--- src/hw/rtl/mfc_pkg.sv ---
package mfc_pkg;

	localparam int unsigned QUEUE_DEPTH = 4;

	localparam int unsigned POS_W = 15;

	localparam logic [POS_W-1:0] POS_LEN_FIRST  = 15'd1;
	localparam logic [POS_W-1:0] POS_LEN_SECOND = 15'd2;
	localparam logic [POS_W-1:0] POS_CTRL       = 15'd6;
	localparam logic [POS_W-1:0] POS_A1_FIRST   = 15'd7;
	localparam logic [POS_W-1:0] POS_A1_SECOND  = 15'd8;
	localparam logic [POS_W-1:0] POS_A2_FIRST   = 15'd9;
	localparam logic [POS_W-1:0] POS_A2_SECOND  = 15'd10;
	localparam logic [POS_W-1:0] POS_A3         = 15'd11;

	typedef enum logic [2:0] {
		FLD_NONE,
		FLD_LEN,
		FLD_CTRL,
		FLD_A1,
		FLD_A2,
		FLD_A3
	} fld_t;

	// One classified byte handed from front to back.
	typedef struct packed {
		logic       start;
		fld_t       fld;
		logic       high;
		logic       add;
		logic       last;
		logic [7:0] data;
	} op_t;

	typedef struct packed {
		logic full;
		logic empty;
	} qstat_t;

	function automatic logic [15:0] place_byte(logic [15:0] w, logic [7:0] b, logic high);
		place_byte = high ? {b, w[7:0]} : {w[15:8], b};
	endfunction

endpackage

--- src/hw/rtl/mfc_ifs.sv ---


interface mfc_out_if;
	logic        valid;
	logic        ready;
	logic [13:0] user_length;
	logic [1:0]  protocol_flag;
	logic [7:0]  control_byte;
	logic [15:0] address_a1;
	logic [15:0] address_a2;
	logic [7:0]  address_a3;
	logic [7:0]  computed_sum;
	logic [7:0]  received_sum;
	logic        checksum_good;

	modport source (output valid, output user_length, output protocol_flag,
		output control_byte, output address_a1, output address_a2, output address_a3,
		output computed_sum, output received_sum, output checksum_good, input ready);
	modport sink (input valid, input user_length, input protocol_flag,
		input control_byte, input address_a1, input address_a2, input address_a3,
		input computed_sum, input received_sum, input checksum_good, output ready);
endinterface


--- src/hw/rtl/mfc_back.sv ---
module mfc_back (
	input  logic             clk,
	input  logic             arst_n,
	input  mfc_pkg::op_t     head,
	input  mfc_pkg::qstat_t  q_stat,
	output logic             q_pop,
	mfc_out_if.source        result
);

	logic [15:0] len_q;
	logic [7:0]  sum_q;
	logic [7:0]  ctrl_q;
	logic [15:0] a1_q;
	logic [15:0] a2_q;
	logic [7:0]  a3_q;
	logic        out_valid_q;

	logic [15:0] len_n;
	logic [7:0]  ctrl_n;
	logic [15:0] a1_n;
	logic [15:0] a2_n;
	logic [7:0]  a3_n;
	logic        out_free;
	logic        load;

	assign out_free = !out_valid_q || result.ready;
	// hold a checksum beat until the output register can take it
	assign q_pop = !q_stat.empty && (!head.last || out_free);
	assign load = q_pop && !head.start && head.last;
	assign result.valid = out_valid_q;

	always_comb begin
		len_n = len_q;
		ctrl_n = ctrl_q;
		a1_n = a1_q;
		a2_n = a2_q;
		a3_n = a3_q;
		case (head.fld)
			mfc_pkg::FLD_LEN:  len_n = mfc_pkg::place_byte(len_q, head.data, head.high);
			mfc_pkg::FLD_CTRL: ctrl_n = head.data;
			mfc_pkg::FLD_A1:   a1_n = mfc_pkg::place_byte(a1_q, head.data, head.high);
			mfc_pkg::FLD_A2:   a2_n = mfc_pkg::place_byte(a2_q, head.data, head.high);
			mfc_pkg::FLD_A3:   a3_n = head.data;
			default: ;
		endcase
	end

	always_ff @(posedge clk or negedge arst_n) begin
		if (!arst_n) begin
			len_q <= '0;
			sum_q <= '0;
			ctrl_q <= '0;
			a1_q <= '0;
			a2_q <= '0;
			a3_q <= '0;
		end else if (q_pop) begin
			if (head.start) begin
				len_q <= '0;
				sum_q <= '0;
				ctrl_q <= '0;
				a1_q <= '0;
				a2_q <= '0;
				a3_q <= '0;
			end else begin
				len_q <= len_n;
				ctrl_q <= ctrl_n;
				a1_q <= a1_n;
				a2_q <= a2_n;
				a3_q <= a3_n;
				if (head.add) begin
					sum_q <= sum_q + head.data;
				end
			end
		end
	end

	always_ff @(posedge clk or negedge arst_n) begin
		if (!arst_n) begin
			out_valid_q <= 1'b0;
		end else if (load) begin
			out_valid_q <= 1'b1;
		end else if (result.ready) begin
			out_valid_q <= 1'b0;
		end
	end

	always_ff @(posedge clk) begin
		if (load) begin
			result.user_length   <= len_n[15:2];
			result.protocol_flag <= len_n[1:0];
			result.control_byte  <= ctrl_n;
			result.address_a1    <= a1_n;
			result.address_a2    <= a2_n;
			result.address_a3    <= a3_n;
			result.computed_sum  <= sum_q;
			result.received_sum  <= head.data;
			result.checksum_good <= (sum_q == head.data);
		end
	end

endmodule
--- src/flat_wrapper.sv ---
// flat-port wrapper written by rule: the top's interface ports become plain ports
module mfc_back_flat 
  (clk, arst_n, head, q_stat, q_pop, result_valid, result_user_length, result_protocol_flag, result_control_byte, result_address_a1, result_address_a2, result_address_a3, result_computed_sum, result_received_sum, result_checksum_good, result_ready);
  mfc_out_if result_i ();
  input  logic clk;
  input  logic arst_n;
  input  mfc_pkg::op_t head;
  input  mfc_pkg::qstat_t q_stat;
  output logic q_pop;
  output wire logic [$bits(result_i.valid)-1:0] result_valid;
  output wire logic [$bits(result_i.user_length)-1:0] result_user_length;
  output wire logic [$bits(result_i.protocol_flag)-1:0] result_protocol_flag;
  output wire logic [$bits(result_i.control_byte)-1:0] result_control_byte;
  output wire logic [$bits(result_i.address_a1)-1:0] result_address_a1;
  output wire logic [$bits(result_i.address_a2)-1:0] result_address_a2;
  output wire logic [$bits(result_i.address_a3)-1:0] result_address_a3;
  output wire logic [$bits(result_i.computed_sum)-1:0] result_computed_sum;
  output wire logic [$bits(result_i.received_sum)-1:0] result_received_sum;
  output wire logic [$bits(result_i.checksum_good)-1:0] result_checksum_good;
  input wire logic [$bits(result_i.ready)-1:0] result_ready;
  assign result_valid = result_i.valid;
  assign result_user_length = result_i.user_length;
  assign result_protocol_flag = result_i.protocol_flag;
  assign result_control_byte = result_i.control_byte;
  assign result_address_a1 = result_i.address_a1;
  assign result_address_a2 = result_i.address_a2;
  assign result_address_a3 = result_i.address_a3;
  assign result_computed_sum = result_i.computed_sum;
  assign result_received_sum = result_i.received_sum;
  assign result_checksum_good = result_i.checksum_good;
  assign result_i.ready = result_ready;
  mfc_back u_core (.clk(clk), .arst_n(arst_n), .head(head), .q_stat(q_stat), .q_pop(q_pop), .result(result_i));
endmodule
--- config.mk ---
export PLATFORM = sky130hd
export DESIGN_NAME = mfc_back_flat
export DESIGN_NICKNAME = d
export VERILOG_FILES = /design/src/hw/rtl/mfc_pkg.sv /design/src/hw/rtl/mfc_ifs.sv /design/src/hw/rtl/mfc_back.sv /design/src/flat_wrapper.sv
export SDC_FILE = /design/constraint.sdc
export NUM_CORES = 1
export LEC_CHECK = 0
export BUFFER_PORTS_ARGS = -buffer_cell sky130_fd_sc_hd__buf_2
export CAP_MARGIN = 40
export CORE_ASPECT_RATIO = 0.7
export CORE_MARGIN = 2
export CORE_UTILIZATION = 50
export CTS_BUF_LIST = sky130_fd_sc_hd__clkbuf_4 sky130_fd_sc_hd__clkbuf_8
export DETAILED_ROUTE_END_ITERATION = 12
export GPL_ROUTABILITY_DRIVEN = 0
export GPL_TIMING_DRIVEN = 0
export HOLD_SLACK_MARGIN = 0.06
export PLACE_DENSITY = 0.69
export SLEW_MARGIN = 0
export SYNTH_ARGS = -nofsm -noshare
export SYNTH_HDL_FRONTEND = slang
export SYNTH_SLANG_ARGS = --single-unit
--- constraint.sdc ---
create_clock -name clk -period 8.7 [get_ports clk]
set_input_delay 0 -clock clk [delete_from_list [all_inputs] [get_ports clk]]
set_output_delay 0 -clock clk [all_outputs]
set_load 0.02 [all_outputs]
* Word level (Yosys, flattened, before mapping)
Index checks and enable logic that the tools add are counted.
W data, S select, Z words.
** Storage, ports and cells
- Register bits after elaboration :: 154
- Output and inout port bits :: 83
** Cells by class
- Add/subtract/negate cells :: 1
- Eq/ne operators :: 6
- Muxes and demuxes :: 17
- Reductions and logical operators :: 12
** Operators with widths (number)
- $mux W16 :: 9
- $mux W8 :: 6
- $add A8 B8 Y8 :: 1
- $eq A8 B8 Y1 :: 1
- $eq A3 B2 Y1 const B :: 2
- $eq A3 B3 Y1 const B :: 2
- $logic_not A1 Y1 :: 4
- $reduce_bool A2 Y1 :: 2
- $eq A3 B1 Y1 const B :: 1
- $logic_and A1 B1 Y1 :: 3
- $logic_or A1 B1 Y1 :: 2
- $mux W1 :: 2
- $reduce_and A2 Y1 :: 1

* Longest topological paths before layout
Gate-level depths: netlist of run 1.
- Word-level depth :: 7
- Gate-level depth with buffers :: 7
- Mapped depth without buffers :: 7

* Worst setup path after synthesis of run 1
OpenSTA, ideal clock, no wires.
- Path kind :: flip-flop to flip-flop
- Start point :: register u_core.out_valid_q, in the netlist u_core.result.valid
- End point :: register u_core.out_valid_q, in the netlist u_core.result.valid
- Setup time :: 102 ps
- Arrival time :: 7461 ps
- Path slack :: 1137 ps
- Stages on the path, launching flop included :: 6
- Path buffers :: 1
- Cells stage by stage :: dfrtp_1 > nor2b_1 > a21o_1 > buf_2 > nor3b_1 > or2_2
** On the way
- Cells in the longest elaborated chain, start to end :: 7
- Elaborated cells on any way between the ends :: 8
** Ends and longest elaborated chain
- from (decl) :: line mfc_back.sv:16 : logic out_valid_q;
- from (signal assigned) :: line mfc_back.sv:79 : out_valid_q <= 1'b0;
- from (signal assigned) :: line mfc_back.sv:81 : out_valid_q <= 1'b1;
- from (signal assigned) :: line mfc_back.sv:83 : out_valid_q <= 1'b0;
- $logic_not A1 Y1 (*) :: line mfc_back.sv:26 : assign out_free = !out_valid_q || result.ready;
- $logic_or A1 B1 Y1 (*) :: line mfc_back.sv:26
- $logic_or A1 B1 Y1 (*) :: line mfc_back.sv:28 : assign q_pop = !q_stat.empty && (!head.last || out_free);
- $logic_and A1 B1 Y1 (*) :: line mfc_back.sv:28
- $logic_and A1 B1 Y1 (*) (2 in a row) :: line mfc_back.sv:29 : assign load = q_pop && !head.start && head.last;
- net u_core.load :: line mfc_back.sv:24 : logic load;
- $mux W1 / $reduce_bool A2 Y1 (equally long branches)
Mark *: on every way through the listed nets, which the timed path passes. The rest lies on a longest branch.
A chain may end at the register's enable or synchronous reset.

* Worst setup path after layout of run 1
- Start point :: register u_core.out_valid_q, in the netlist u_core.result.valid
- End point :: register u_core.result.address_a1[10], enable pin
** On the way
- Cells in the longest elaborated chain, start to end :: 6
** Ends and longest elaborated chain
- $logic_not A1 Y1 :: line mfc_back.sv:26
- $logic_or A1 B1 Y1 :: line mfc_back.sv:26
- $logic_or A1 B1 Y1 :: line mfc_back.sv:28
- $logic_and A1 B1 Y1 :: line mfc_back.sv:28
- $logic_and A1 B1 Y1 (2 in a row) :: line mfc_back.sv:29
- net u_core.load :: line mfc_back.sv:24
- to (signal assigned) :: line mfc_back.sv:92 : result.address_a1 <= a1_n;
- to (decl) :: line mfc_ifs.sv:17 : output control_byte, output address_a1, output address_a2, output address_a3,
The timed path passes the listed nets, and every way through them passes these cells.

==> load_flow_metrics.sql, run 1 <==
INSERT INTO impl_metrics (metric_group, metric, value, unit) VALUES
('grt', 'maximum_number_of_pins_on_one_net_before_global_route_repair', '44', ''),
('clocking', 'clock_insertion_delay_worst_skew', '0.44', 'ns'),
('layout', 'final_layout_size_suffix_gt1_frac', '0.4088', ''),
('layout', 'antenna-diode-count', '0', ''),
('outcome', 'status', 'completed', ''),
('grt', 'global_route.usage.total', '0.2129', ''),
('drt', 'drc', '0', ''),
('pwr', 'p_leak', '3.308', 'nW'),
('synth', 'ys.warnings.count', '0', ''),
('pwr', 'power.density_cell_area', '198.7', 'mW/mm²'),
('drt', 'detail_route.vias_per_cell', '5.577', ''),
('synth', 'synthDominantCellAreaShare', '0.3873', ''),
('floorplanning', 'placeableCoreArea', '0.01234', 'mm²'),
('clocking', 'cts.reportedPaths.clkPinSlew', '0.08', 'ns'),
('worst_setup_path', 'cp-start-kind', 'register', ''),
('place', 'preCtsSetupSlack', '6.218', 'ns'),
('grt', 'grt.overflow.total', '0', ''),
('synth', 'most_used_dff_post_synth', 'sky130_fd_sc_hd__edfxtp_1', ''),
('layout', 'num-nets-final', '558', ''),
('timing', 'layout_min_cycle_time', '2.497', 'ns'),
('clocking', 'clock_tree_from_tritoncts', 'done', ''),
('clocking', 'cts_inserted_buffers', '17', ''),
('drt', 'ant_nets', '0', ''),
('timing', 'rsz0062_at_grt', 'false', ''),
('synth', 'postSynthCellCount', '391', ''),
('drt', 'drt_first_iter_violations', '246', ''),
('clocking', 'clkSinkCount', '154', ''),
('drt', 'drt_wl_total', '13720', 'µm'),
('timing', 'setup_viol', '0', ''),
('worst_setup_path', 'worstSetupEndpointType', 'register', ''),
('hold_path', 'hp-class', 'input port to register', ''),
('clocking', 'cts_resized', '0', ''),
('timing', 'worst_slew_margin_rel', '0.5303', ''),
('timing', 'fmaxAchievable', '0.4005', 'GHz'),
('layout', 'layout-area-overhead-vs-synth', '20.64', '%'),
('grt', 'number_of_global_route_vias_before_repair', '3810', ''),
('synth', 'synth_edf_count', '81', ''),
('synth', 'synth.cells.most_frequent', '81 x sky130_fd_sc_hd__edfxtp_1, 73 x sky130_fd_sc_hd__dfrtp_1, 65 x sky130_fd_sc_hd__mux2_2, 64 x sky130_fd_sc_hd__a22o_1, 12 x sky130_fd_sc_hd__clkbuf_1', ''),
('floorplanning', 'initial_core_util', '0.5090', ''),
('drt', 'drt-wirelength-per-cell', '19.45', 'µm'),
('synth', 'syn_avg_cell_area', '16.06', 'µm²'),
('worst_setup_path', 'critical_path_required', '8.85', 'ns'),
('synth', 'syn-cell-area', '0.006280', 'mm²'),
('place', 'port-buffer-count', '97', ''),
('synth', 'ys_ff_latch', '154', ''),
('grt', 'antenna_found_initial', '0', ''),
('timing', 'timing_max_transition_violations_final', '0', ''),
('timing', 'fin_ws', '6.203', 'ns'),
('worst_setup_path', 'critical_path.cell_chain', 'nor2b_1 -> a21o_1 -> buf_2 -> nor3b_2 -> buf_4 -> buf_4 -> buf_4', ''),
('drt', 'drtPass1Iterations', '4', ''),
('synth', 'synth.net_count', '419', ''),
('worst_setup_path', 'maximum_fanout_encountered_on_the_critical_timing_path', '14', ''),
('floorplanning', 'chipHeight', '97.77', 'µm'),
('synth', 'synthArstFlopShare', '0.4740', ''),
('flow_run', 'maxCapViolCount', '0', ''),
('synth', 'post_synth_num_cell_types', '40', ''),
('floorplanning', 'design.die.area', '0.01349', 'mm²'),
('synth', 'synth.yosys.seq_area_share', '0.6782', ''),
('timing', 'final-hold-violation-count', '0', ''),
('synth', 'synth.largest_area_cell', 'sky130_fd_sc_hd__edfxtp_1', ''),
('floorplanning', 'std_cell_rows', '34', ''),
('timing', 'slew_at_the_pin_closest_to_its_max_slew_limit', '0.7015', 'ns'),
('timing', 'min_period_over_period', '0.2870', ''),
('floorplanning', 'die_w', '138.0', 'µm'),
('clocking', 'root_buffer', 'sky130_fd_sc_hd__clkbuf_8', ''),
('synth', 'yosysMostFrequentCell', 'sky130_fd_sc_hd__edfxtp_1', ''),
('clocking', 'clockBufferDepth', '2', ''),
('grt', 'first_pass_grt_wire_length', '21200', 'µm'),
('drt', 'num_vias', '3932', ''),
('pwr', 'vdd.ir_drop.worst', '0.1096', 'mV'),
('place', 'place.detailed.hpwl', '8872', 'µm');
==> kinds of logic (layout without fill, tap and decap cells) <==
family	count (synthesis)	after routing	synth area share
buffers and inverters	26	178	0.01733
adder cells (fa/ha/maj)	8	8	0.01713
flip-flops	154	154	0.6782
AND/OR/NAND/NOR	39	39	0.04264
multiplexers	65	65	0.1166
XOR/XNOR	5	5	0.006975
AO/OA/AOI/OAI	94	94	0.1211
==> through the flow <==
stage / utilization / total power [mW] / setup TNS [ns] / cells / area, µm²
4_1_cts: 0.6141 / 1.515 / 0 / 705 / 7576
3_5_place_dp: 0.5722 / 1.025 / 0 / 658 / 7059
3_3_place_gp: 0.5648 / 1.020 / -74.93 / 650 / 6968
5_1_grt: 0.6141 / 1.571 / 0 / 705 / 7576
2_1_floorplan: - / 0.9642 / 0 / 391 / 6280
6_report: 0.6141 / 1.505 / 0 / 705 / 7576
==> worst max-delay path: cells and delay by family (launching register included) <==
kind / cells / cell delay [ns]
and+or+nand+nor: 2 / 0.68
DFF: 1 / 0.38
buffers and inverters: 4 / 0.97
AOI/OAI and AO/OA: 1 / 0.17
==> metal layers <==
metal  wire length [µm]  GRT usage
met3                797    0.05192
met4                239    0.06829
met1               6504     0.3237
met5                  0          0
met2               6173     0.3039
==> final cells by class <==
| cell class | instances | area [µm²] |
|---|---|---|
| plain buffers | 24 | 101.3 |
| clock buffers | 18 | 241.5 |
| clock inverters | 14 | 115.1 |
| fillers | 987 | 4761 |
| inverters | 2 | 7.507 |
| multi-input cells | 211 | 1917 |
| flip-flops and latches | 154 | 4259 |
| well taps | 162 | 202.7 |
| repair buffers | 120 | 732.0 |
==> placed cells by master, fill, tap and decap left out, types with 6 or more instances in the layout <==
cell / n
sky130_fd_sc_hd__a22o_1: 64
sky130_fd_sc_hd__buf_2: 104
sky130_fd_sc_hd__clkbuf_1: 12
sky130_fd_sc_hd__clkbuf_8: 17
sky130_fd_sc_hd__clkinvlp_4: 6
sky130_fd_sc_hd__dfrtp_1: 73
sky130_fd_sc_hd__dlygate4sd3_1: 14
sky130_fd_sc_hd__edfxtp_1: 81
sky130_fd_sc_hd__ha_1: 7
sky130_fd_sc_hd__mux2_2: 65
sky130_fd_sc_hd__nand2_1: 11
sky130_fd_sc_hd__o21ai_0: 9
==> timing repair <==
item                                   in CTS  in global routing
endpoints found under the hold margin      93                  0
setup buffers                               0                  0
hold buffers                               15                  0
==> final timing paths <==
path / from / endpoint / slack, ns / cells past startpoint
max in group asynchronous: arst_n / u_core.a2_q[1] / 7.85 / 4
worst min-delay path: head[11] / u_core.result.address_a2[7] / 0.19 / 3
worst min register to register: u_core.sum_q[6] / u_core.result.computed_sum[6] / 0.48 / 0
worst max register to register: u_core.result.valid / u_core.result.address_a1[10] / 6.20 / 7
min in group asynchronous: arst_n / u_core.len_q[8] / 0.61 / 4
worst max-delay path: u_core.result.valid / u_core.result.address_a1[10] / 6.20 / 7
==> where the power goes <==
group | switching [mW] | internal (mW) | total, mW
clock network | 0.281 | 0.205 | 0.487
logic | 0.114 | 0.0794 | 0.194
registers | 0.0199 | 0.805 | 0.825
total | 0.416 | 1.09 | 1.51
==> flip-flops by register name (all words and copies together) (netlist names) <==
signal and flops:
u_core.result.address_a3 8, u_core.a2_q 16, u_core.result.user_length 14, u_core.result.checksum_good 1, u_core.result.protocol_flag 2, u_core.result.valid 1
u_core.a1_q 16, u_core.ctrl_q 8, u_core.result.address_a1 16, u_core.a3_q 8, u_core.result.computed_sum 8, u_core.len_q 16
u_core.result.control_byte 8, u_core.sum_q 8, u_core.result.received_sum 8, u_core.result.address_a2 16
(Power assumes the default switching activity.)
==> run 2, diff against run 1 <==
--- a/config.mk
+++ b/config.mk
@@ -5,6 +5,7 @@
 export SDC_FILE = /design/constraint.sdc
 export NUM_CORES = 1
 export LEC_CHECK = 0
+export ABC_AREA = 1
 export BUFFER_PORTS_ARGS = -buffer_cell sky130_fd_sc_hd__buf_2
 export CAP_MARGIN = 40
 export CORE_ASPECT_RATIO = 0.7
@@ -15,7 +16,7 @@
 export GPL_ROUTABILITY_DRIVEN = 0
 export GPL_TIMING_DRIVEN = 0
 export HOLD_SLACK_MARGIN = 0.06
-export PLACE_DENSITY = 0.69
+export PLACE_DENSITY = 0.72
 export SLEW_MARGIN = 0
 export SYNTH_ARGS = -nofsm -noshare
 export SYNTH_HDL_FRONTEND = slang
==> constraint.sdc (replaced) <==
create_clock -name clk -period 2.1 [get_ports clk]
set_input_delay 0 -clock clk [delete_from_list [all_inputs] [get_ports clk]]
set_output_delay 0 -clock clk [all_outputs]
set_load 0.02 [all_outputs]
==> run 2 against run 1 <==
Compared with the run above:
- sequential power rose to 4.1 times the previous value
- count of clock-buffer cells in the layout rose by 3
- sequential share of layout area fell by 1.6 points
- die area rose by 2.0%
- worst setup slack got worse by 6.0 ns
==> load_flow_metrics.sql, run 2 <==
INSERT INTO impl_metrics (metric_group, metric, value, unit) VALUES
('outcome', 'status', 'completed', ''),
('floorplanning', 'initial_core_util', '0.5142', ''),
('drt', 'drt_wl_total', '14860', 'µm'),
('synth', 'synth.yosys.seq_area_share', '0.6646', ''),
('worst_setup_path', 'worstSetupEndpointType', 'register', ''),
('timing', 'setup_viol', '0', ''),
('timing', 'layout_min_cycle_time', '1.886', 'ns'),
('synth', 'syn_avg_cell_area', '11.05', 'µm²'),
('clocking', 'clock_insertion_delay_worst_skew', '0.45', 'ns'),
('grt', 'global_route.usage.total', '0.2290', ''),
('grt', 'first_pass_grt_wire_length', '24390', 'µm'),
('worst_setup_path', 'worstPathBufferInverterCount', '3', ''),
('pwr', 'power.density_cell_area', '834.1', 'mW/mm²'),
('synth', 'ys.warnings.count', '0', ''),
('layout', 'fin_util', '0.6257', ''),
('worst_setup_path', 'timing.reg2reg.worst_path_depth', '6', ''),
('synth', 'yosysMostFrequentCell', 'sky130_fd_sc_hd__nand2_1', ''),
('floorplanning', 'top_level_ports', '103', ''),
('clocking', 'cts.reportedPaths.clkPinSlew', '0.08', 'ns'),
('worst_setup_path', 'crit-reg2reg-capture', 'u_core.result.protocol_flag[1]', ''),
('worst_setup_path', 'crit_path_top_delay_cell', 'sky130_fd_sc_hd__clkinvlp_4', ''),
('synth', 'synthArstFlopShare', '0.4740', ''),
('layout', 'most_common_cell_after_layout_fill_and_taps_aside', 'sky130_fd_sc_hd__nand2_1', ''),
('timing', 'slew_at_the_pin_closest_to_its_max_slew_limit', '0.7209', 'ns'),
('synth', 'synthDominantCellAreaShare', '0.3795', ''),
('clocking', 'cts_inserted_buffers', '17', ''),
('place', 'port-buffer-count', '101', ''),
('floorplanning', 'std_cell_rows', '34', ''),
('grt', 'maximum_number_of_pins_on_one_net_before_global_route_repair', '42', ''),
('drt', 'detail_route.vias_per_cell', '5.409', ''),
('timing', 'worst_slew_margin_rel', '0.5162', ''),
('clocking', 'clockBufferDepth', '2', ''),
('hold_path', 'hold_path_depth', '4', ''),
('synth', 'synth.largest_area_cell', 'sky130_fd_sc_hd__edfxtp_1', ''),
('hold_path', 'hp-class', 'input port to register', ''),
('timing', 'final-hold-violation-count', '0', ''),
('floorplanning', 'placeableCoreArea', '0.01246', 'mm²'),
('synth', 'ys_ff_latch', '154', ''),
('synth', 'synth.net_count', '608', ''),
('drt', 'num_vias', '4841', ''),
('clocking', 'htree_num_levels', '4', ''),
('layout', 'layout.cells.most_common_list', '131 x sky130_fd_sc_hd__nand2_1, 103 x sky130_fd_sc_hd__buf_2, 91 x sky130_fd_sc_hd__inv_1, 81 x sky130_fd_sc_hd__edfxtp_1, 72 x sky130_fd_sc_hd__dfrtp_1', ''),
('clocking', 'clock_tree_from_tritoncts', 'done', ''),
('synth', 'syn-cell-area', '0.006409', 'mm²'),
('timing', 'fin_setup_tns', '0', 'ns'),
('synth', 'ys_top_cells_by_area', 'sky130_fd_sc_hd__edfxtp_1 38%, sky130_fd_sc_hd__dfrtp_1 29%, sky130_fd_sc_hd__nand2_1 7.7%, sky130_fd_sc_hd__inv_1 5.4%, sky130_fd_sc_hd__o22ai_1 4.7%', ''),
('clocking', 'clkSinkCount', '154', ''),
('worst_setup_path', 'cp.arrival', '2.07', 'ns'),
('flow_run', 'maxCapViolCount', '0', ''),
('worst_setup_path', 'cp-start-kind', 'register', ''),
('layout', 'register_area', '0.004260', 'mm²'),
('layout', 'multi_input_comb_area', '0.001689', 'mm²'),
('layout', 'num-nets-final', '748', ''),
('layout', 'final_layout_size_suffix_gt1_frac', '0.2265', ''),
('timing', 'fmaxAchievable', '0.5301', 'GHz'),
('layout', 'layout-area-overhead-vs-synth', '21.69', '%'),
('drt', 'drc', '0', ''),
('worst_setup_path', 'critical_path_required', '2.28', 'ns'),
('pwr', 'p_leak', '3.787', 'nW'),
('floorplanning', 'chipHeight', '98.72', 'µm'),
('timing', 'rsz0062_at_grt', 'false', ''),
('drt', 'drt-wirelength-per-cell', '16.61', 'µm'),
('worst_setup_path', 'path_class', 'register to register', ''),
('floorplanning', 'die_w', '139.3', 'µm'),
('synth', 'synth.cells.most_frequent', '132 x sky130_fd_sc_hd__nand2_1, 92 x sky130_fd_sc_hd__inv_1, 81 x sky130_fd_sc_hd__edfxtp_1, 73 x sky130_fd_sc_hd__dfrtp_1, 54 x sky130_fd_sc_hd__o21ai_1', ''),
('layout', 'fillers', '997', ''),
('pwr', 'post-layout-total-power', '6.505', 'mW'),
('worst_setup_path', 'critical_path.startpoint', 'u_core.result.valid', ''),
('worst_setup_path', 'slowest_delay', '0.49', 'ns'),
('floorplanning', 'design.die.area', '0.01375', 'mm²'),
('timing', 'min_period_over_period', '0.8983', ''),
('timing', 'timing_max_transition_violations_final', '0', ''),
('drt', 'drt_first_iter_violations', '503', ''),
('clocking', 'root_buffer', 'sky130_fd_sc_hd__clkbuf_8', ''),
('worst_setup_path', 'maximum_fanout_encountered_on_the_critical_timing_path', '35', ''),
('clocking', 'post_cts_setup_buffer_count', '0', ''),
('drt', 'ant_nets', '0', ''),
('synth', 'synth_edf_count', '81', ''),
('grt', 'antenna_found_initial', '0', ''),
('worst_setup_path', 'setup.worst_path.end', 'u_core.result.protocol_flag[1]', ''),
('worst_setup_path', 'setup_slack_reg_to_reg', '0.21', 'ns'),
('place', 'place.detailed.hpwl', '10520', 'µm'),
('worst_setup_path', 'number_of_cells_on_the_critical_path', '6', ''),
('pwr', 'vdd.ir_drop.worst', '0.5915', 'mV'),
('timing', 'timing.clock.skew', '0.01574', 'ns'),
('worst_setup_path', 'worst_r2r_startpoint', 'u_core.result.valid', ''),
('grt', 'grt.overflow.total', '0', ''),
('layout', 'antenna-diode-count', '0', ''),
('drt', 'drtPass1Iterations', '5', ''),
('grt', 'number_of_global_route_vias_before_repair', '4849', ''),
('synth', 'postSynthCellCount', '580', ''),
('worst_setup_path', 'path_delay_family', 'buffers and inverters', ''),
('synth', 'most_used_dff_post_synth', 'sky130_fd_sc_hd__edfxtp_1', ''),
('synth', 'post_synth_num_cell_types', '26', ''),
('worst_setup_path', 'critical_path.cell_chain', 'nand3_2 -> nand2_2 -> inv_4 -> nand3_4 -> clkinvlp_4 -> buf_12', '');
-- run 2: cell count changes after synthesis, sizes merged, moves of 4 or more --
cell and change:
inv +94, o22ai +48, nand3 +17, a22o -64
mux2 -65, o21ai +59, o21a +16, a22oi -4
nand2 +122, clkbuf -4
-- run 2: tightest hold or removal path, cell delays in order --
cell,delay [ns]
sky130_fd_sc_hd__buf_2,0.09
sky130_fd_sc_hd__o21ai_1,0.26
sky130_fd_sc_hd__nand2_1,0.13
sky130_fd_sc_hd__nand2_1,0.04
-- run 2: repair_timing --
action / in CTS / in global routing
hold buffers: 16 / 0
hold endpoints to repair: 95 / 0
resized for setup: 0 / 0
-- run 2: stage by stage --
step           hold WS (ns)  setup WS (ns)  std cells  area (µm²)
4_1_cts             0.08258         0.2049        894        7784
2_1_floorplan       -0.2956        -0.2126        580        6436
3_3_place_gp         0.2207        -0.5900        843        7144
3_5_place_dp       -0.01663         0.2291        846        7214
5_1_grt              0.1186         0.1044        895        7799
6_report             0.1053         0.2135        895        7799
-- run 2: layout make-up --
cell class	count	area share
buffer	20	0.01540
clock inverter	11	0.01861
timing repair buffer	121	0.09626
multi-input combinational	310	0.2166
tap	162	0.02599
inverter	96	0.04701
clock buffer	21	0.03385
sequential	154	0.5463
-- run 2: routing by layer --
metal | vias to the layer above | wire length, µm | track usage
met5 | - | 0 | 0
met4 | 0 | 314 | 0.08159
met3 | 34 | 1152 | 0.05053
met2 | 237 | 6809 | 0.3507
met1 | 2341 | 6586 | 0.3278
li1 | 2229 | - | -
-- run 2: how the worst min path moves through the flow --
stage | start | end | slack [ns]
5_1_grt | head[14] | u_core.sum_q[1] | 0.12
3_3_place_gp | head[5] | u_core.result.received_sum[5] | 0.22
3_5_place_dp | arst_n | u_core.a3_q[5] | -0.02
6_report | head[14] | u_core.sum_q[5] | 0.11
2_1_floorplan | arst_n | u_core.a1_q[0] | -0.30
4_1_cts | head[14] | u_core.sum_q[5] | 0.08
-- run 2: report_power, final --
group          leakage, nW  internal [mW]  switching (mW)
Sequential            1.76           3.34          0.0698
Clock                0.216           1.23            1.07
Combinational         1.81          0.260           0.532
-- run 2: kinds of logic (layout without fill, tap and decap cells) --
kind of cell	Yosys count	count (layout)	synth area share
buffers and inverters	116	269	0.07497
xor gates and xnor gates	4	4	0.005468
DFF	154	154	0.6646
and+or+nand+nor	163	163	0.1171
AOI/OAI and AO/OA	135	135	0.1210
adders and majority gates	8	8	0.01679
==> run 3, diff against run 2 <==
--- a/config.mk
+++ b/config.mk
@@ -9,14 +9,14 @@
 export BUFFER_PORTS_ARGS = -buffer_cell sky130_fd_sc_hd__buf_2
 export CAP_MARGIN = 40
 export CORE_ASPECT_RATIO = 0.7
-export CORE_MARGIN = 2
+export CORE_MARGIN = 1.5
 export CORE_UTILIZATION = 50
 export CTS_BUF_LIST = sky130_fd_sc_hd__clkbuf_4 sky130_fd_sc_hd__clkbuf_8
 export DETAILED_ROUTE_END_ITERATION = 12
 export GPL_ROUTABILITY_DRIVEN = 0
 export GPL_TIMING_DRIVEN = 0
 export HOLD_SLACK_MARGIN = 0.06
-export PLACE_DENSITY = 0.72
+export PLACE_DENSITY = 0.75
 export SLEW_MARGIN = 0
 export SYNTH_ARGS = -nofsm -noshare
 export SYNTH_HDL_FRONTEND = slang
==> run 3 against run 2 <==
Compared with the run above:
- sequential share of layout area is 0.21 points higher
- wire length is 2.1% higher
- register-to-register slack better by 0.02 ns
- sequential cell count stayed put
- combinational power hardly changed
- clock power hardly changed
- worst setup slack better by 0.021 ns
- critical path depth stayed put
- die area is 1.7% lower
- total power is 0.21% lower
- critical endpoint is now u_core.result.user_length[2]
==> load_flow_metrics.sql, run 3 (synthesis gave the netlist of run 2 again) <==
INSERT INTO impl_metrics (metric_group, metric, value, unit) VALUES
('worst_setup_path', 'maximum_fanout_encountered_on_the_critical_timing_path', '36', ''),
('layout', 'layout-area-overhead-vs-synth', '21.22', '%'),
('pwr', 'internal_power', '4.808', 'mW'),
('timing', 'fin_ws', '0.2344', 'ns'),
('place', 'place.detailed.hpwl', '10630', 'µm'),
('clocking', 'clock_insertion_delay_worst_skew', '0.44', 'ns'),
('pwr', 'pwr-share-clk', '0.352', ''),
('pwr', 'power.share.sequential', '0.526', ''),
('timing', 'worst_slew_margin_rel', '0.4390', ''),
('timing', 'setup_viol', '0', ''),
('floorplanning', 'placeableCoreArea', '0.01246', 'mm²'),
('timing', 'final-hold-violation-count', '0', ''),
('worst_setup_path', 'crit-reg2reg-capture', 'u_core.result.user_length[2]', ''),
('floorplanning', 'std_cell_rows', '34', ''),
('worst_setup_path', 'critical_path.cell_chain', 'nand3_2 -> nand2_2 -> inv_4 -> nand3_4 -> clkinvlp_4 -> buf_12', ''),
('grt', 'first_pass_grt_wire_length', '24420', 'µm'),
('grt', 'grtUsageMet2', '0.3682', ''),
('timing', 'slew_at_the_pin_closest_to_its_max_slew_limit', '0.8388', 'ns'),
('floorplanning', 'top_level_ports', '103', ''),
('drt', 'drt_wl_total', '15170', 'µm'),
('layout', 'antenna-diode-count', '0', ''),
('layout', 'most_common_cell_after_layout_fill_and_taps_aside', 'sky130_fd_sc_hd__nand2_1', ''),
('grt', 'number_of_global_route_vias_before_repair', '4906', ''),
('place', 'port-buffer-count', '101', ''),
('timing', 'timing_max_transition_violations_final', '0', ''),
('pwr', 'net-switching-power', '1.684', 'mW'),
('grt', 'use_met1', '0.3134', ''),
('pwr', 'power.switching_fraction', '0.2594', ''),
('worst_setup_path', 'worstPathBufferInverterCount', '3', ''),
('clocking', 'root_buffer', 'sky130_fd_sc_hd__clkbuf_8', ''),
('place', 'numPlacedInstances', '846', ''),
('timing', 'min_period_over_period', '0.8884', ''),
('worst_setup_path', 'worst_r2r_startpoint', 'u_core.result.valid', ''),
('layout', 'final_layout_size_suffix_gt1_frac', '0.2247', ''),
('grt', 'grt.overflow.total', '0', ''),
('hold_path', 'hp-class', 'input port to async pin', ''),
('worst_setup_path', 'path_delay_family', 'buffers and inverters', ''),
('clocking', 'cts_inserted_buffers', '17', ''),
('outcome', 'status', 'completed', ''),
('clocking', 'clkSinkCount', '154', ''),
('drt', 'detail_route.vias_per_cell', '5.441', ''),
('grt', 'maximum_number_of_pins_on_one_net_before_global_route_repair', '55', ''),
('clocking', 'htree_num_levels', '4', ''),
('worst_setup_path', 'critical_path_required', '2.28', 'ns'),
('clocking', 'post_cts_setup_buffer_count', '0', ''),
('layout', 'layout.cells.most_common_list', '131 x sky130_fd_sc_hd__nand2_1, 103 x sky130_fd_sc_hd__buf_2, 91 x sky130_fd_sc_hd__inv_1, 81 x sky130_fd_sc_hd__edfxtp_1, 72 x sky130_fd_sc_hd__dfrtp_1', ''),
('grt', 'antenna_found_initial', '0', ''),
('layout', 'layout.cells.non_filler', '892', ''),
('worst_setup_path', 'slowest_delay', '0.49', 'ns'),
('clocking', 'clockBufferDepth', '2', ''),
('pwr', 'vdd.ir_drop.worst', '0.4682', 'mV'),
('drt', 'num_vias', '4853', ''),
('pwr', 'share_comb_of_total_power', '0.122', ''),
('floorplanning', 'die_w', '138.3', 'µm'),
('worst_setup_path', 'setup_slack_reg_to_reg', '0.23', 'ns'),
('timing', 'layout_min_cycle_time', '1.866', 'ns'),
('worst_setup_path', 'cp.arrival', '2.04', 'ns'),
('drt', 'ant_nets', '0', ''),
('floorplanning', 'initial_core_util', '0.5142', ''),
('worst_setup_path', 'worstSetupEndpointType', 'register', ''),
('drt', 'drtPass1Iterations', '5', ''),
('pwr', 'p_leak', '3.764', 'nW'),
('layout', 'multi_input_comb_area', '0.001689', 'mm²'),
('layout', 'num-nets-final', '745', ''),
('drt', 'drt-wirelength-per-cell', '17.01', 'µm'),
('floorplanning', 'design.die.area', '0.01352', 'mm²'),
('timing', 'fmaxAchievable', '0.5360', 'GHz'),
('worst_setup_path', 'crit_path_top_delay_cell', 'sky130_fd_sc_hd__clkinvlp_4', ''),
('place', 'preCtsSetupSlack', '0.1991', 'ns'),
('worst_setup_path', 'cp-start-kind', 'register', ''),
('grt', 'globalRoute.busiestLayer', 'met2', ''),
('layout', 'fillers', '1000', ''),
('grt', 'global_route.usage.total', '0.2326', ''),
('drt', 'drt_first_iter_violations', '468', ''),
('worst_setup_path', 'timing.reg2reg.worst_path_depth', '6', ''),
('worst_setup_path', 'path_class', 'register to register', ''),
('pwr', 'power.density_cell_area', '835.6', 'mW/mm²'),
('timing', 'timing.clock.skew', '0.007625', 'ns'),
('grt', 'gr-usage-met3', '0.05224', ''),
('layout', 'register_area', '0.004260', 'mm²'),
('timing', 'rsz0062_at_grt', 'false', ''),
('clocking', 'cts.reportedPaths.clkPinSlew', '0.08', 'ns'),
('floorplanning', 'chipHeight', '97.72', 'µm'),
('clocking', 'clock_tree_from_tritoncts', 'done', ''),
('drt', 'drc', '0', ''),
('flow_run', 'maxCapViolCount', '0', '');
-- run 3: changes by cell type in the layout (fill, tap and decap cells not counted) --
cell	change
sky130_fd_sc_hd__clkinvlp_4	+2
sky130_fd_sc_hd__clkbuf_8	+1
sky130_fd_sc_hd__buf_16	+1
sky130_fd_sc_hd__inv_6	-2
sky130_fd_sc_hd__dlygate4sd3_1	-2
sky130_fd_sc_hd__clkinv_1	+1
sky130_fd_sc_hd__buf_8	-1
sky130_fd_sc_hd__buf_12	-1
sky130_fd_sc_hd__clkbuf_4	-3
sky130_fd_sc_hd__clkinv_2	+1
-- run 3: tightest hold or removal path, stage by stage --
cell and delay, ns:
sky130_fd_sc_hd__dlygate4sd3_1 0.52, sky130_fd_sc_hd__buf_4 0.14, sky130_fd_sc_hd__buf_16 0.26
-- run 3: stage by stage --
step	total power [mW]	hold slack (ns)	util	cell area, µm²	setup TNS [ns]
final	6.492	0.09461	0.6233	7769	0
after global routing	6.714	0.1191	0.6233	7769	0
after CTS	6.499	0.08279	0.6233	7769	0
after detailed placement	4.236	-0.09822	0.5794	7222	0
after global placement	4.179	0.2227	0.5732	7144	-46.00
after floorplan	3.958	-0.2956	-	6436	-17.22
-- run 3: power groups by stage --
stage	sequential, mW	combinational, mW	clock [mW]
5_1_grt	3.43	0.876	2.41
3_5_place_dp	3.48	0.759	0
6_report	3.42	0.790	2.28
2_1_floorplan	3.53	0.426	0
3_3_place_gp	3.47	0.707	0
4_1_cts	3.41	0.786	2.30
-- run 3: layout make-up --
cell class | count | area share
plain buffers | 20 | 0.01546
clock buffers | 19 | 0.03286
clock inverters | 13 | 0.01949
inverters | 96 | 0.04719
multi-input cells | 310 | 0.2174
flip-flops and latches | 154 | 0.5484
well taps | 162 | 0.02609
repair buffers | 118 | 0.09309
-- run 3: what timing repair did --
action,4_1_cts,5_1_grt
hold buffers,14,0
gates resized for setup,0,0
hold endpoints to repair,91,0
-- run 3: worst max-delay path by stage --
stage                                           endpoint  cells past startpoint                start  slack, ns
final                       u_core.result.user_length[2]                      6  u_core.result.valid       0.23
after global placement    u_core.result.protocol_flag[0]                      5  u_core.result.valid      -0.57
after floorplan              u_core.result.address_a1[0]                      5  u_core.result.valid      -0.21
after global routing         u_core.result.address_a1[3]                      6  u_core.result.valid       0.11
after CTS                   u_core.result.user_length[0]                      6  u_core.result.valid       0.21
after detailed placement     u_core.result.address_a2[4]                      6  u_core.result.valid       0.20
-- run 3: metal layers --
| metal | wire length (µm) | vias up |
|---|---|---|
| li1 | - | 2229 |
| met1 | 6570 | 2361 |
| met2 | 7143 | 224 |
| met3 | 1148 | 39 |
| met4 | 311 | 0 |
| met5 | 0 | - |
